`config.mk`:
```
export PLATFORM = sky130hd
export DESIGN_NAME = icy_audio_metadata_demux_unit
export DESIGN_NICKNAME = d
export VERILOG_FILES = /design/src/sv/icymd_pkg.sv /design/src/sv/icy_audio_metadata_demux_unit.sv /design/src/sv/icymd_core.sv
export SDC_FILE = /design/constraint.sdc
export NUM_CORES = 1
export LEC_CHECK = 0
export BUFFER_PORTS_ARGS = -buffer_cell sky130_fd_sc_hd__buf_2
export CAP_MARGIN = 20
export CORE_ASPECT_RATIO = 1.75
export CORE_UTILIZATION = 40
export DETAILED_ROUTE_END_ITERATION = 12
export PLACE_DENSITY = 0.63
export SYNTH_ARGS = -nofsm -noshare
export SYNTH_HDL_FRONTEND = slang
export SYNTH_SLANG_ARGS = --single-unit
```
`constraint.sdc`:
```
create_clock -name clk_i -period 2.55 [get_ports clk_i]
set_input_delay 0.255 -clock clk_i [delete_from_list [all_inputs] [get_ports clk_i]]
set_output_delay 0.255 -clock clk_i [all_outputs]
set_load 0.02 [all_outputs]
```
`src/sv/icymd_pkg.sv`:
```
// Shared types, codes and constants for the ICY audio/metadata demultiplexer.
package icymd_pkg;

  localparam int DataBits      = 8;
  localparam int MetaintBits   = 24;
  localparam int CfgDataBits   = 24;
  localparam int CfgIdxBits    = 1;
  localparam int CounterBitsDefault = 24;

  localparam logic [DataBits-1:0] CrCode = 8'd13;
  localparam logic [DataBits-1:0] LfCode = 8'd10;

  // Configuration register indexes.
  localparam logic [CfgIdxBits-1:0] CFG_METADATA_ENABLE = 1'b0;
  localparam logic [CfgIdxBits-1:0] CFG_METAINT         = 1'b1;

  typedef enum logic [1:0] {
    KIND_HEADER = 2'd0,
    KIND_AUDIO  = 2'd1,
    KIND_LENGTH = 2'd2,
    KIND_META   = 2'd3
  } kind_e;

  typedef struct packed {
    logic [DataBits-1:0] data_byte;
    logic                chunk_end;
  } in_item_t;

  typedef struct packed {
    logic [DataBits-1:0] out_byte;
    kind_e               byte_kind;
    logic                header_end;
    logic                chunk_end_out;
    logic                error;
  } out_item_t;

  typedef struct packed {
    logic                   metadata_enable;
    logic [MetaintBits-1:0] metaint;
  } cfg_t;

endpackage

```
`src/sv/icy_audio_metadata_demux_unit.sv`:
```
// Top level of the ICY demultiplexer: input register, state machine, result register.
// The block takes one stream byte per cycle when the output is not stalled and returns each
// byte with its label (header, audio, metadata length or metadata), a header-end flag,
// the chunk-end copy and a sticky error flag. Throughput is one item per cycle unless
// out_ready holds the result register; an item passes from the input register into the
// result register, with the stream state updated as it moves, and is presented from there.
// While a result waits, the input register can still take one more item.
// Configuration (index 0 metadata enable, index 1 metaint) is to be written by the user
// through the write port only while the block is idle; the block does not enforce this.
// Metaint is read each time an audio run is loaded.
module icy_audio_metadata_demux_unit import icymd_pkg::*; #(
  parameter int CounterBits = CounterBitsDefault
) (
  input  logic                   clk_i,
  input  logic                   rst_ni,
  input  logic                   in_valid_i,
  output logic                   in_ready_o,
  input  in_item_t               in_item_i,
  output logic                   out_valid_o,
  input  logic                   out_ready_i,
  output out_item_t              out_item_o,
  input  logic                   cfg_we_i,
  input  logic [CfgIdxBits-1:0]  cfg_idx_i,
  input  logic [CfgDataBits-1:0] cfg_wdata_i
);

  cfg_t      cfg_q;
  in_item_t  in_item_q;
  logic      in_valid_q;
  out_item_t out_item_q;
  logic      out_valid_q;
  out_item_t result;
  logic      advance;
  logic      step;

  // The result register frees up when empty or when its item is taken.
  assign advance    = !out_valid_q || out_ready_i;
  assign step       = in_valid_q && advance;
  assign in_ready_o = !in_valid_q || advance;

  always_ff @(posedge clk_i or negedge rst_ni) begin
    if (!rst_ni) begin
      cfg_q <= '0;
    end else if (cfg_we_i) begin
      case (cfg_idx_i)
        CFG_METADATA_ENABLE: cfg_q.metadata_enable <= cfg_wdata_i[0];
        CFG_METAINT:         cfg_q.metaint <= cfg_wdata_i[MetaintBits-1:0];
        default: ;
      endcase
    end
  end

  always_ff @(posedge clk_i or negedge rst_ni) begin
    if (!rst_ni) begin
      in_valid_q  <= 1'b0;
      out_valid_q <= 1'b0;
    end else begin
      if (in_ready_o) begin
        in_valid_q <= in_valid_i;
      end
      if (advance) begin
        out_valid_q <= in_valid_q;
      end
    end
  end

  always_ff @(posedge clk_i) begin
    if (in_valid_i && in_ready_o) begin
      in_item_q <= in_item_i;
    end
    if (step) begin
      out_item_q <= result;
    end
  end

  icymd_core #(
    .CounterBits(CounterBits)
  ) u_core (
    .clk_i   (clk_i),
    .rst_ni  (rst_ni),
    .step_i  (step),
    .item_i  (in_item_q),
    .cfg_i   (cfg_q),
    .result_o(result)
  );

  assign out_valid_o = out_valid_q;
  assign out_item_o  = out_item_q;

endmodule

```
`src/sv/icymd_core.sv`:
```
// Stream state machine: labels one byte per step and updates the run counter.
module icymd_core import icymd_pkg::*; #(
  parameter int CounterBits = CounterBitsDefault
) (
  input  logic      clk_i,
  input  logic      rst_ni,
  input  logic      step_i,
  input  in_item_t  item_i,
  input  cfg_t      cfg_i,
  output out_item_t result_o
);

  typedef enum logic [3:0] {
    PH_HEADER = 4'b0001,
    PH_AUDIO  = 4'b0010,
    PH_LENGTH = 4'b0100,
    PH_META   = 4'b1000
  } phase_e;

  localparam int WideBits = (CounterBits > MetaintBits) ? CounterBits : MetaintBits;
  localparam logic [2:0] HdrCountMax = 3'd7;
  localparam logic [2:0] HdrCountMin = 3'd4;
  localparam logic [3*DataBits-1:0] BlankTail = {CrCode, LfCode, CrCode};

  phase_e                  phase_q, phase_d;
  logic [CounterBits-1:0]  remaining_q, remaining_d;
  logic [3*DataBits-1:0]   recent_q, recent_d;
  logic [2:0]              hdr_count_q, hdr_count_d;
  logic                    failed_q, failed_d;

  logic [WideBits-1:0]     metaint_wide;
  logic [WideBits-1:0]     counter_max_wide;
  logic [CounterBits-1:0]  reload;
  logic [CounterBits-1:0]  meta_len;
  kind_e                   kind;
  logic                    hend;

  // A metaint beyond the counter range saturates the loaded run.
  assign metaint_wide     = WideBits'(cfg_i.metaint);
  assign counter_max_wide = WideBits'({CounterBits{1'b1}});
  assign reload = (metaint_wide > counter_max_wide) ? {CounterBits{1'b1}}
                                                    : CounterBits'(metaint_wide);
  assign meta_len = CounterBits'({item_i.data_byte, 4'h0});

  always_comb begin
    phase_d     = phase_q;
    remaining_d = remaining_q;
    recent_d    = recent_q;
    hdr_count_d = hdr_count_q;
    failed_d    = failed_q;
    kind        = KIND_AUDIO;
    hend        = 1'b0;
    if (!failed_q) begin
      case (phase_q)
        PH_HEADER: begin
          kind = KIND_HEADER;
          if (hdr_count_q >= HdrCountMin && recent_q == BlankTail &&
              item_i.data_byte == LfCode) begin
            hend        = 1'b1;
            phase_d     = PH_AUDIO;
            remaining_d = reload;
          end
          if (hdr_count_q != HdrCountMax) begin
            hdr_count_d = hdr_count_q + 3'd1;
          end
          recent_d = {recent_q[2*DataBits-1:0], item_i.data_byte};
        end
        PH_AUDIO: begin
          kind = KIND_AUDIO;
          if (cfg_i.metadata_enable) begin
            if (remaining_q == '0) begin
              failed_d = 1'b1;
            end else begin
              remaining_d = remaining_q - CounterBits'(1);
              if (remaining_q == CounterBits'(1)) begin
                phase_d = PH_LENGTH;
              end
            end
          end
        end
        PH_LENGTH: begin
          kind = KIND_LENGTH;
          if (item_i.data_byte == '0) begin
            phase_d     = PH_AUDIO;
            remaining_d = reload;
          end else begin
            phase_d     = PH_META;
            remaining_d = meta_len;
          end
        end
        PH_META: begin
          kind = KIND_META;
          // The last metadata byte (or an empty run) goes back to audio.
          if (remaining_q <= CounterBits'(1)) begin
            phase_d     = PH_AUDIO;
            remaining_d = reload;
          end else begin
            remaining_d = remaining_q - CounterBits'(1);
          end
        end
        default: begin
          phase_d = PH_HEADER;
        end
      endcase
    end
  end

  assign result_o.out_byte      = item_i.data_byte;
  assign result_o.byte_kind     = kind;
  assign result_o.header_end    = hend;
  assign result_o.chunk_end_out = item_i.chunk_end;
  assign result_o.error         = failed_d;

  always_ff @(posedge clk_i or negedge rst_ni) begin
    if (!rst_ni) begin
      phase_q     <= PH_HEADER;
      remaining_q <= '0;
      recent_q    <= '0;
      hdr_count_q <= '0;
      failed_q    <= 1'b0;
    end else if (step_i) begin
      phase_q     <= phase_d;
      remaining_q <= remaining_d;
      recent_q    <= recent_d;
      hdr_count_q <= hdr_count_d;
      failed_q    <= failed_d;
    end
  end

endmodule

```
# Word-level counts from Yosys, hierarchy flattened
# Index checks and enable logic that the tools add are counted.
[word_totals] regBits=105 inputBits=39 output_inout_bits=15 word_cells=75
[classes] n_addsub=2 magnitude_cmp=3 n_eq_ne=13 muxes=20 n_bitwise=3 n_reduce_logical=18
[op_table] cell="2-to-1 mux 24 bit" count=6
[op_table] cell="case mux 24 bit (4 select lines)" count=1
[op_table] cell="== test 24 x 1 -> 1 bit, second input constant" count=1
[op_table] cell="== test 24 x 20 -> 1 bit, second input constant" count=1
[op_table] cell="greater-than comparator 24 bit, second input constant" count=1
[op_table] cell="less-or-equal comparator 24 x 1 -> 1 bit, second input constant" count=1
[op_table] cell="logical NOT 24 bit" count=1
[op_table] cell="2-to-1 mux 4 bit" count=6
[op_table] cell="subtractor 24 x 1 -> 24 bit, second input constant" count=1
[op_table] cell="case mux 4 bit (4 select lines)" count=1
[op_table] cell="== test 8 x 4 -> 1 bit, second input constant" count=1
[op_table] cell="logical NOT 8 bit" count=1
[op_table] cell="AND reduction 7 bit" count=1
[op_table] cell="inequality test 2 x 1 -> 1 bit, second input constant" count=3
[op_table] cell="case mux 2 bit (3 select lines)" count=1
[op_table] cell="AND reduction 6 bit" count=1
[op_table] cell="2-to-1 mux 1 bit" count=5
[op_table] cell="== test 4 x 1 -> 1 bit, second input constant" count=1
[op_table] cell="== test 4 x 2 -> 1 bit, second input constant" count=1
[op_table] cell="== test 4 x 3 -> 1 bit, second input constant" count=1
[op_table] cell="== test 4 bit, second input constant" count=1
[op_table] cell="logical AND 1 bit" count=4
[op_table] cell="inequality test 2 bit, second input constant" count=2
[op_table] cell="AND reduction 2 bit" count=2
[op_table] cell="other kinds (10)" count=14

# Longest topological paths before layout
# Gate-level depths: netlist (run 1).
[depth] word_depth=5 ltp_mapped=10 depth_no_buf=8

# Hierarchy
# Synthesis (run 1) repeated with hierarchy kept, for this count alone.
[unflattened] hier_cells=415 hier_area_um2=5146.2
[modules_own_cells] module="icymd_core" n_inst=1 cells_per_inst=331 area_each_um2=3379.5 seq_area_each_um2=1402.6
[modules_own_cells] module="icy_audio_metadata_demux_unit" n_inst=1 cells_per_inst=84 area_each_um2=1766.7 seq_area_each_um2=1336.3

# Worst setup path after synthesis (run 1)
# No wires, ideal clock.
[synth_timing] path_kind="reg2reg" from="register u_core.remaining_q[18]" to="register u_core.remaining_q[18]" setup_ns=0.126 arrival_time_ns=2.495 required_time_ns=2.424 slack_ns=-0.071 stages_incl_launch_ff=8 n_path_buf=1 synth_period_minus_slack_ns=2.621 cell_sequence="dfrtp_1 or4_4 or4_4 o31ai_4 and2_4 buf_8 a31oi_1 o32a_1"
[synth_between] elab_chain_cells=4 word_cells_on_any_way=9 cone_classes="1 x add/sub; 1 x order compare; 1 x eq/ne; 4 x mux; 2 x reduce/logical"
[synth_lines] element="start: declaration" line="icymd_core.sv:26" text="logic [CounterBits-1:0] remaining_q, remaining_d;"
[synth_lines] element="start signal: assignment" line="icymd_core.sv:123" text="remaining_q <= remaining_d;"
[synth_lines] element="subtractor 24 x 1 -> 24 bit" line="icymd_core.sv:74, icymd_core.sv:98"
[synth_lines] element="2-to-1 mux 24 bit" line="icymd_core.sv:71" text="if (remaining_q == '0) begin"
[synth_lines] element="2-to-1 mux 24 bit" line="icymd_core.sv:70" text="if (cfg_i.metadata_enable) begin"
[synth_lines] element="case mux 24 bit (4 select lines)" line="icymd_core.sv:54" text="case (phase_q)"
# Several ways; a longest one is shown, not always the timed one. The select of a mux whose other input is x is not followed.
# A chain may end at the register's enable or synchronous reset.

# Worst setup path after layout (run 1)
[layout_timing] from="register u_core.remaining_q[11]" to="register u_core.remaining_q[18]"
# The elaborated chain is that of the path after synthesis.

==> results of run 1 <==
==> flip-flops by register name (all words and copies together) (netlist names) <==
register,flops
u_core.remaining_q,24
u_core.hdr_count_q,3
in_item_q,9
in_valid_q,1
u_core.failed_q,1
u_core.phase_q,4
u_core.recent_q,24
out_item_o,13
out_valid_o,1
cfg_q,25
==> how the worst min path moves through the flow <==
| stage | start | endpoint | slack, ns | cells after the start |
|---|---|---|---|---|
| after floorplan | rst_ni | cfg_q[0] | -0.04 | 0 |
| after global placement | rst_ni | cfg_q[2] | 0.34 | 1 |
| after detailed placement | rst_ni | cfg_q[2] | 0.34 | 1 |
| after CTS | in_item_i[1] | in_item_q[1] | 0.08 | 1 |
| after global routing | in_item_i[5] | in_item_q[5] | 0.07 | 1 |
| final | in_item_i[1] | in_item_q[1] | 0.09 | 1 |
==> metrics by stage <==
step	setup TNS, ns	utilization [%]
after floorplan	-0.0729	-
after global placement	-0.858	49.1
after detailed placement	-1.65	49.1
after global routing	-1.69	53.9
final	-0.154	53.9
after CTS	-0.369	51.9
==> cell usage in the layout, fill, tap and decap left out, types with 5 or more instances in the layout <==
master / instances
nor3_1: 8
nand2_1: 10
buf_2: 52
edfxtp_1: 22
nor2_1: 25
a21oi_1: 8
buf_4: 65
a22oi_2: 8
clkbuf_16: 10
a22o_1: 5
buf_6: 9
o21ai_1: 6
a21oi_2: 6
o2bb2ai_1: 8
dfrtp_1: 82
mux2_2: 50
or3_1: 7
nand3_1: 5
nand2b_1: 6
inv_1: 11
or4_4: 7
o21ai_0: 16
nor4_1: 9
o22ai_1: 5
nand4_1: 5
==> power groups by stage <==
stage | logic [mW] | clock network, mW | registers (mW)
CTS | 2.63 | 1.45 | 2.60
floorplan | 1.63 | 0 | 2.58
global route | 3.18 | 1.51 | 2.67
finish | 2.94 | 1.42 | 2.63
global placement | 2.53 | 0 | 2.60
detailed placement | 2.60 | 0 | 2.62
==> synthesized netlist by cell type, types with 6 or more instances <==
cell	instances
clkbuf_1	11
nor3_1	9
nor2_1	25
or4_1	7
or3_1	8
inv_1	11
a22oi_1	9
o21ai_0	20
a21oi_1	14
o2bb2ai_1	8
nand2b_1	6
edfxtp_1	22
nor4_1	10
nand2_1	11
mux2_2	54
dfrtp_1	82
==> critical path, cell delays in order, from the launching register on <==
cell,delay [ns]
dfrtp_1,0.38
or4_4,0.54
or4_4,0.56
o31ai_4,0.33
a221o_2,0.32
buf_12,0.15
a21oi_1,0.04
o32a_1,0.17
==> layout make-up <==
class	count	area share [%]
clock inverter	5	0.942
tap	165	3.17
sequential	105	42.1
timing repair buffer	132	14.8
multi-input combinational	270	34.6
inverter	11	0.635
clock buffer	11	3.73
==> logic make-up after synthesis <==
group	after synthesis	synth area share [%]
xor+xnor	5	0.881
mux	54	12.2
buf+inv	33	3.50
flops	105	55.1
fa+ha+maj	5	1.26
simple gates	112	13.1
compound gates	94	13.9
==> metal layers <==
metal	wire length [um]	track usage [%]
met3	357	3.25
met1	4690	21.8
met4	313	7.83
met2	7000	37.7
met5	0	0
==> repair_timing <==
item                       in CTS  in global routing
pin swaps                       3                 20
gates resized for setup         6                 42
setup endpoints to repair      27                 28
cloned                          0                  1
buffers inserted                0                  5
hold buffers                    1                  0
hold endpoints to repair       49                  0
==> impl_metrics.json, run 1 <==
{
  "status": "complete, but fails checks",
  "violations": "negative setup slack",
  "synthToLayoutAreaGrowth_pct": 30.9,
  "detail-route-antenna-nets": 0,
  "worstPathRequired_ns": 2.78,
  "tightest_slew_ns": 0.690,
  "htree_levels": 3,
  "fillers": 1039,
  "power.total_mw": 6.99,
  "cts_tree": "done",
  "hpwl_mm": 8.84,
  "grt_start_max_net_pins": 52,
  "hold_viol": 0,
  "async_flop_share_pct": 79.0,
  "grt_use_total_pct": 20.0,
  "multi_input_area_sq_mm": 0.00225,
  "finalSetupViolCount": 8,
  "die-area_sq_mm": 0.0129,
  "rsz0062_at_grt": "yes",
  "wirelength_mm": 12.4,
  "pwr-share-comb_pct": 42.1,
  "core-area_sq_mm": 0.0121,
  "dp_slack_ns": -0.163,
  "maxSlewViolCount": 0,
  "clock-sinks": 105,
  "cellPowerDensity_mw_per_mm2": 1070,
  "seq_area_frac_synth_pct": 55.1,
  "path_max_fanout": 10,
  "synth-edff-count": 22,
  "cap_viol_max_count": 0,
  "clockBufferDepth": 2,
  "power_frac_seq_pct": 37.6,
  "rows": 53,
  "worstSetupEndpoint": "u_core.remaining_q[18]",
  "synthFlopType": "dfrtp_1",
  "syn_avg_cell_area_sq_um": 12.2,
  "cp-start-kind": "flip-flop",
  "syn_area_sq_mm": 0.00497,
  "p_switching_mw": 2.41,
  "syn-num-nets": 452,
  "cts_root_buf": "clkbuf_16",
  "port_buffers": 53,
  "synth_cell_types": 65,
  "antenna_cells": 0,
  "cp-end-kind": "flip-flop",
  "ir_drop_mv": 0.483,
  "r2r_cells": 7,
  "p_int_mw": 4.58,
  "regToRegSetupSlack_ns": -0.04,
  "skew_ns": 0.00502,
  "ys.warnings.count": 0,
  "die_h_um": 149,
  "yosysTopAreaCell": "dfrtp_1",
  "clk_pin_slew_worst_paths_ns": 0.07,
  "place_inst": 676,
  "synthTopCellsByArea": "dfrtp_1 (41%), edfxtp_1 (13%), mux2_2 (12%)",
  "hold_class": "input pin to flip-flop",
  "cts_buffers": 9,
  "dpl_cell_area_sq_mm": 0.00593,
  "routed_via_density": 5.47,
  "p_clk_share_pct": 20.3,
  "layout-drive-gt1-share_pct": 46.3,
  "period_share_pct": 101,
  "timing.rr.start": "u_core.remaining_q[11]",
  "cellLeakagePower_nw": 2.70,
  "grt_pass1_vias": 3881,
  "crit_type": "flip-flop to flip-flop",
  "grt_pass1_wl_mm": 19.5,
  "firstDrtPassIters": 4,
  "synth-seq-cells": 105,
  "slew_headroom_pct": 54.0,
  "r2r_end": "u_core.remaining_q[18]",
  "initial_core_util_pct": 41.2,
  "initialDrtViolationCount": 202,
  "insertion_delay_ns": 0.34,
  "gp_congestion": 0.907,
  "seqCellArea_sq_mm": 0.00274,
  "setup_slack_ns": -0.0381,
  "max_freq_ghz": 0.386,
  "min_period_ns": 2.59,
  "antenna_found_initial": 0,
  "final_net_count": 573,
  "synth_top_area_share_pct": 41.3,
  "startpoint": "u_core.remaining_q[11]",
  "finalInstanceArea_sq_mm": 0.00651,
  "dieWidth_um": 86.3,
  "fin_cells": 699,
  "vias": 3825,
  "drt-wirelength-per-cell_um": 17.7,
  "cp.arrival_ns": 2.82,
  "power_switching_share_pct": 34.5,
  "worst_hold_slack_ns": 0.0855,
  "grt_overflow": 0,
  "syn_inst": 408,
  "io_pins": 54,
  "drc_errors": 0
}
Power figures use the tool's default switching activity.
==> run 2, diff against run 1 <==
--- a/config.mk
+++ b/config.mk
@@ -10,7 +10,7 @@
 export CORE_ASPECT_RATIO = 1.75
 export CORE_UTILIZATION = 40
 export DETAILED_ROUTE_END_ITERATION = 12
-export PLACE_DENSITY = 0.63
+export PLACE_DENSITY = 0.61
 export SYNTH_ARGS = -nofsm -noshare
 export SYNTH_HDL_FRONTEND = slang
 export SYNTH_SLANG_ARGS = --single-unit
==> constraint.sdc (replaced) <==
create_clock -name clk_i -period 2.5 [get_ports clk_i]
set_input_delay 0.25 -clock clk_i [delete_from_list [all_inputs] [get_ports clk_i]]
set_output_delay 0.25 -clock clk_i [all_outputs]
set_load 0.02 [all_outputs]
==> impl_metrics.json, run 2 (synthesis results as in run 1) <==
{
  "port_buffers": 53,
  "initialDrtViolationCount": 287,
  "cp.arrival_ns": 2.80,
  "maxSlewViolCount": 0,
  "grt_pass1_wl_mm": 20.2,
  "reg.largest.list": "cfg_q: 25 flops, u_core.recent_q: 24 flops, u_core.remaining_q: 24 flops",
  "die-area_sq_mm": 0.0129,
  "skew_ns": 0.00933,
  "path_max_fanout": 6,
  "clk_pin_slew_worst_paths_ns": 0.07,
  "finalSetupViolCount": 18,
  "antenna_found_initial": 0,
  "dieWidth_um": 86.3,
  "cap_viol_max_count": 0,
  "die_h_um": 149,
  "violations": "negative setup slack",
  "insertion_delay_ns": 0.35,
  "hold_start": "in_item_i[7]",
  "rsz0062_at_grt": "yes",
  "max_stage_delay_ns": 0.56,
  "cellPowerDensity_mw_per_mm2": 1100,
  "final_common_cell": "dfrtp_1",
  "crit_type": "flip-flop to flip-flop",
  "timing.rr.start": "u_core.remaining_q[20]",
  "crit_buf_inv": 0,
  "hold_class": "input pin to flip-flop",
  "crit_chain": "or4_4 -> or4_4 -> o31ai_4 -> a221o_2 -> nor4_2 -> a211o_1",
  "slew_headroom_pct": 61.3,
  "dp_slack_ns": -0.166,
  "cts_root_buf": "clkbuf_16",
  "ir_drop_mv": 0.546,
  "min_period_ns": 2.57,
  "cp-end-kind": "flip-flop",
  "layout-drive-gt1-share_pct": 49.1,
  "grt_pass1_vias": 4043,
  "drc_errors": 0,
  "largest_reg_flops": 25,
  "tightest_slew_ns": 0.580,
  "vias": 3835,
  "grt_use_total_pct": 20.7,
  "cts_buffers": 9,
  "synthToLayoutAreaGrowth_pct": 32.2,
  "cellLeakagePower_nw": 2.72,
  "cts_tree": "done",
  "grt_overflow": 0,
  "detail-route-antenna-nets": 0,
  "slowest_stage": "or4_4",
  "gp_congestion": 0.865,
  "path_common_cell": "or4_4",
  "grt_start_max_net_pins": 43,
  "routed_via_density": 5.47,
  "critPathTopFamily": "simple AND/OR/NAND/NOR gates",
  "startpoint": "u_core.remaining_q[20]",
  "wirelength_mm": 12.6,
  "io_pins": 54,
  "worstPathRequired_ns": 2.73,
  "setup_slack_ns": -0.0704,
  "final_cell_mix": "dfrtp_1 (82), buf_4 (65), buf_2 (52)",
  "core-area_sq_mm": 0.0121,
  "initial_core_util_pct": 41.2,
  "clock-sinks": 105,
  "drt-wirelength-per-cell_um": 18.0,
  "finalInstanceArea_sq_mm": 0.00657,
  "regMostFlops": "cfg_q",
  "hpwl_mm": 8.79,
  "period_share_pct": 103,
  "cp-start-kind": "flip-flop",
  "antenna_cells": 0,
  "clockBufferDepth": 2,
  "hold_viol": 0,
  "firstDrtPassIters": 4,
  "dpl_cell_area_sq_mm": 0.00591,
  "htree_levels": 3,
  "rows": 53,
  "max_freq_ghz": 0.389,
  "status": "complete, but fails checks",
  "worst_hold_slack_ns": 0.0793,
  "final_net_count": 575
}
## run 2: per-layer routing
layer  share of wire (%)  global-route usage, %
met1                  38                   22.9
met2                  56                   38.7
met3                 2.6                   3.25
met4                 3.3                   8.50
met5                   0                      0
## run 2: layout make-up
type / instances / area [sq um]
clock inverter: 5 / 40.0
tap: 165 / 206
inverter: 11 / 41.3
fill: 1070 / 5500
clock buffer: 11 / 254
sequential: 105 / 2740
timing repair buffer: 131 / 951
multi-input combinational: 273 / 2340
## run 2: stage by stage
stage                     TNS, ns  cells  power, mW  util (%)
after floorplan            -0.138    408       4.30         -
after global placement      -1.51    675       5.23      49.0
after detailed placement    -2.55    675       5.31      49.0
after CTS                  -0.793    699       7.03      53.2
after global routing        -1.89    701       7.62      54.4
final                      -0.509    701       7.23      54.4
## run 2: path summary, 6_finish.rpt
check,to,slack (ns),cells after the start
min in group asynchronous,out_valid_o,0.45,2
max reg2reg,u_core.remaining_q[9],-0.07,6
min,in_item_q[7],0.08,1
max,u_core.remaining_q[9],-0.07,6
min reg2reg,out_item_o[1],0.42,0
max in group asynchronous,u_core.phase_q[0],1.38,3
## run 2: power by group
part | total (mW) | internal (mW) | switching, mW
Clock | 1.41 | 0.751 | 0.656
Sequential | 2.68 | 2.30 | 0.381
Combinational | 3.14 | 1.63 | 1.51
Total | 7.23 | 4.67 | 2.55
## run 2: repair_timing
item | CTS | global route
endpoints found under the setup margin | 28 | 28
hold buffers | 1 | 0
pin swaps | 13 | 30
resized for setup | 37 | 29
buffers inserted | 3 | 2
hold endpoints to repair | 41 | 0
cloned | 4 | 1
==> run 3, diff against run 2 <==
--- a/config.mk
+++ b/config.mk
@@ -10,7 +10,7 @@
 export CORE_ASPECT_RATIO = 1.75
 export CORE_UTILIZATION = 40
 export DETAILED_ROUTE_END_ITERATION = 12
-export PLACE_DENSITY = 0.61
+export PLACE_DENSITY = 0.59
 export SYNTH_ARGS = -nofsm -noshare
 export SYNTH_HDL_FRONTEND = slang
 export SYNTH_SLANG_ARGS = --single-unit
==> impl_metrics.json, run 3 (synthesis results as in run 1) <==
{
  "cp-start-kind": "flip-flop",
  "hold_viol": 0,
  "slew_headroom_pct": 59.2,
  "power_frac_seq_pct": 35.3,
  "grt_overflow": 0,
  "ir_drop_mv": 0.448,
  "grt_use_total_pct": 21.7,
  "cts_tree": "done",
  "routed_via_density": 5.62,
  "cts_buffers": 9,
  "cellPowerDensity_mw_per_mm2": 1120,
  "cellLeakagePower_nw": 2.83,
  "path_max_fanout": 6,
  "htree_levels": 3,
  "reg.largest.list": "cfg_q: 25 flops, u_core.recent_q: 24 flops, u_core.remaining_q: 24 flops",
  "die-area_sq_mm": 0.0129,
  "firstDrtPassIters": 4,
  "violations": "negative setup slack",
  "final_cell_mix": "dfrtp_1 (82), buf_4 (71), buf_2 (53)",
  "clock-sinks": 105,
  "cp-end-kind": "flip-flop",
  "p_switching_mw": 2.65,
  "insertion_delay_ns": 0.35,
  "cap_viol_max_count": 0,
  "initial_core_util_pct": 41.2,
  "antenna_cells": 0,
  "final_common_cell": "dfrtp_1",
  "rsz0062_at_grt": "yes",
  "hold_start": "in_item_i[1]",
  "largest_reg_flops": 25,
  "cts_root_buf": "clkbuf_16",
  "power.total_mw": 7.60,
  "cp.arrival_ns": 2.89,
  "p_clk_share_pct": 19.4,
  "grt_pass1_wl_mm": 20.8,
  "worstPathRequired_ns": 2.74,
  "tightest_slew_ns": 0.612,
  "skew_ns": 0.0120,
  "p_int_mw": 4.95,
  "drc_errors": 0,
  "wirelength_mm": 13.6,
  "worst_hold_slack_ns": 0.0675,
  "clockBufferDepth": 2,
  "io_pins": 54,
  "synthToLayoutAreaGrowth_pct": 37.1,
  "period_share_pct": 106,
  "power_switching_share_pct": 34.9,
  "crit_type": "flip-flop to flip-flop",
  "die_h_um": 149,
  "startpoint": "u_core.remaining_q[10]",
  "dieWidth_um": 86.3,
  "gp_congestion": 0.851,
  "core-area_sq_mm": 0.0121,
  "rows": 53,
  "clk_pin_slew_worst_paths_ns": 0.07,
  "layout-drive-gt1-share_pct": 50.2,
  "port_buffers": 53,
  "setup_slack_ns": -0.158,
  "maxSlewViolCount": 0,
  "antenna_found_initial": 0,
  "status": "complete, but fails checks",
  "final_net_count": 589,
  "min_period_ns": 2.66,
  "grt_pass1_vias": 4134,
  "finalSetupViolCount": 28,
  "timing.rr.start": "u_core.remaining_q[10]",
  "hpwl_mm": 9.03,
  "vias": 4017,
  "hold_class": "input pin to flip-flop",
  "detail-route-antenna-nets": 0,
  "max_freq_ghz": 0.376,
  "pwr-share-comb_pct": 45.3,
  "drt-wirelength-per-cell_um": 19.1,
  "finalInstanceArea_sq_mm": 0.00681,
  "regMostFlops": "cfg_q",
  "initialDrtViolationCount": 247,
  "grt_start_max_net_pins": 46,
  "dpl_cell_area_sq_mm": 0.00595
}
## run 3: critical path: stages (launching register included)
cell	delay [ns]
dfrtp_1	0.38
or4_4	0.54
or4_4	0.57
o31ai_4	0.29
buf_4	0.17
a221oi_4	0.07
buf_6	0.15
buf_16	0.15
a32o_1	0.22
## run 3: final cells by class
| class | instances | area, sq um |
|---|---|---|
| multi-input cells | 272 | 2360 |
| flip-flops and latches | 105 | 2740 |
| well taps | 165 | 206 |
| repair buffers | 146 | 1150 |
| clock inverters | 3 | 46.3 |
| inverters | 11 | 41.3 |
| clock buffers | 13 | 262 |
| fillers | 1044 | 5260 |
## run 3: what timing repair did
item / in CTS / in global routing
gates resized for setup: 32 / 50
buffers inserted: 7 / 6
endpoints found under the setup margin: 28 / 28
hold endpoints to repair: 43 / 0
cloned: 6 / 1
pin swaps: 5 / 19
hold buffers: 1 / 0
## run 3: path summary, 6_finish.rpt
path / to / slack (ns) / depth (start not counted)
hold reg to reg: out_item_o[1] / 0.45 / 0
max in group asynchronous: cfg_q[21] / 1.40 / 3
min in group asynchronous: cfg_q[24] / 0.45 / 2
setup / recovery: u_core.remaining_q[10] / -0.16 / 8
setup reg to reg: u_core.remaining_q[10] / -0.16 / 8
hold / removal: in_item_q[1] / 0.07 / 1
## run 3: through the flow
| stage | utilization (%) | std cells | TNS (ns) | setup WS, ns |
|---|---|---|---|---|
| final | 56.4 | 715 | -2.07 | -0.158 |
| after global routing | 56.4 | 715 | -3.82 | -0.189 |
| after CTS | 54.0 | 708 | -2.00 | -0.130 |
| after detailed placement | 49.3 | 678 | -4.24 | -0.246 |
| after global placement | 49.3 | 678 | -2.66 | -0.209 |
| after floorplan | - | 408 | -0.138 | -0.0303 |
## run 3: power groups by stage
stage          Sequential (mW)  Clock, mW  Combinational [mW]
4_1_cts                   2.65       1.51                3.07
2_1_floorplan             2.63          0                1.66
5_1_grt                   2.74       1.57                3.67
3_5_place_dp              2.66          0                2.72
3_3_place_gp              2.65          0                2.66
6_report                  2.69       1.47                3.44
## run 3: routing by layer
layer / wire length [um] / global-route usage [%]
met1: 4780 / 22.5
met2: 7660 / 39.4
met3: 508 / 4.41
met4: 688 / 13.5
met5: 0 / 0
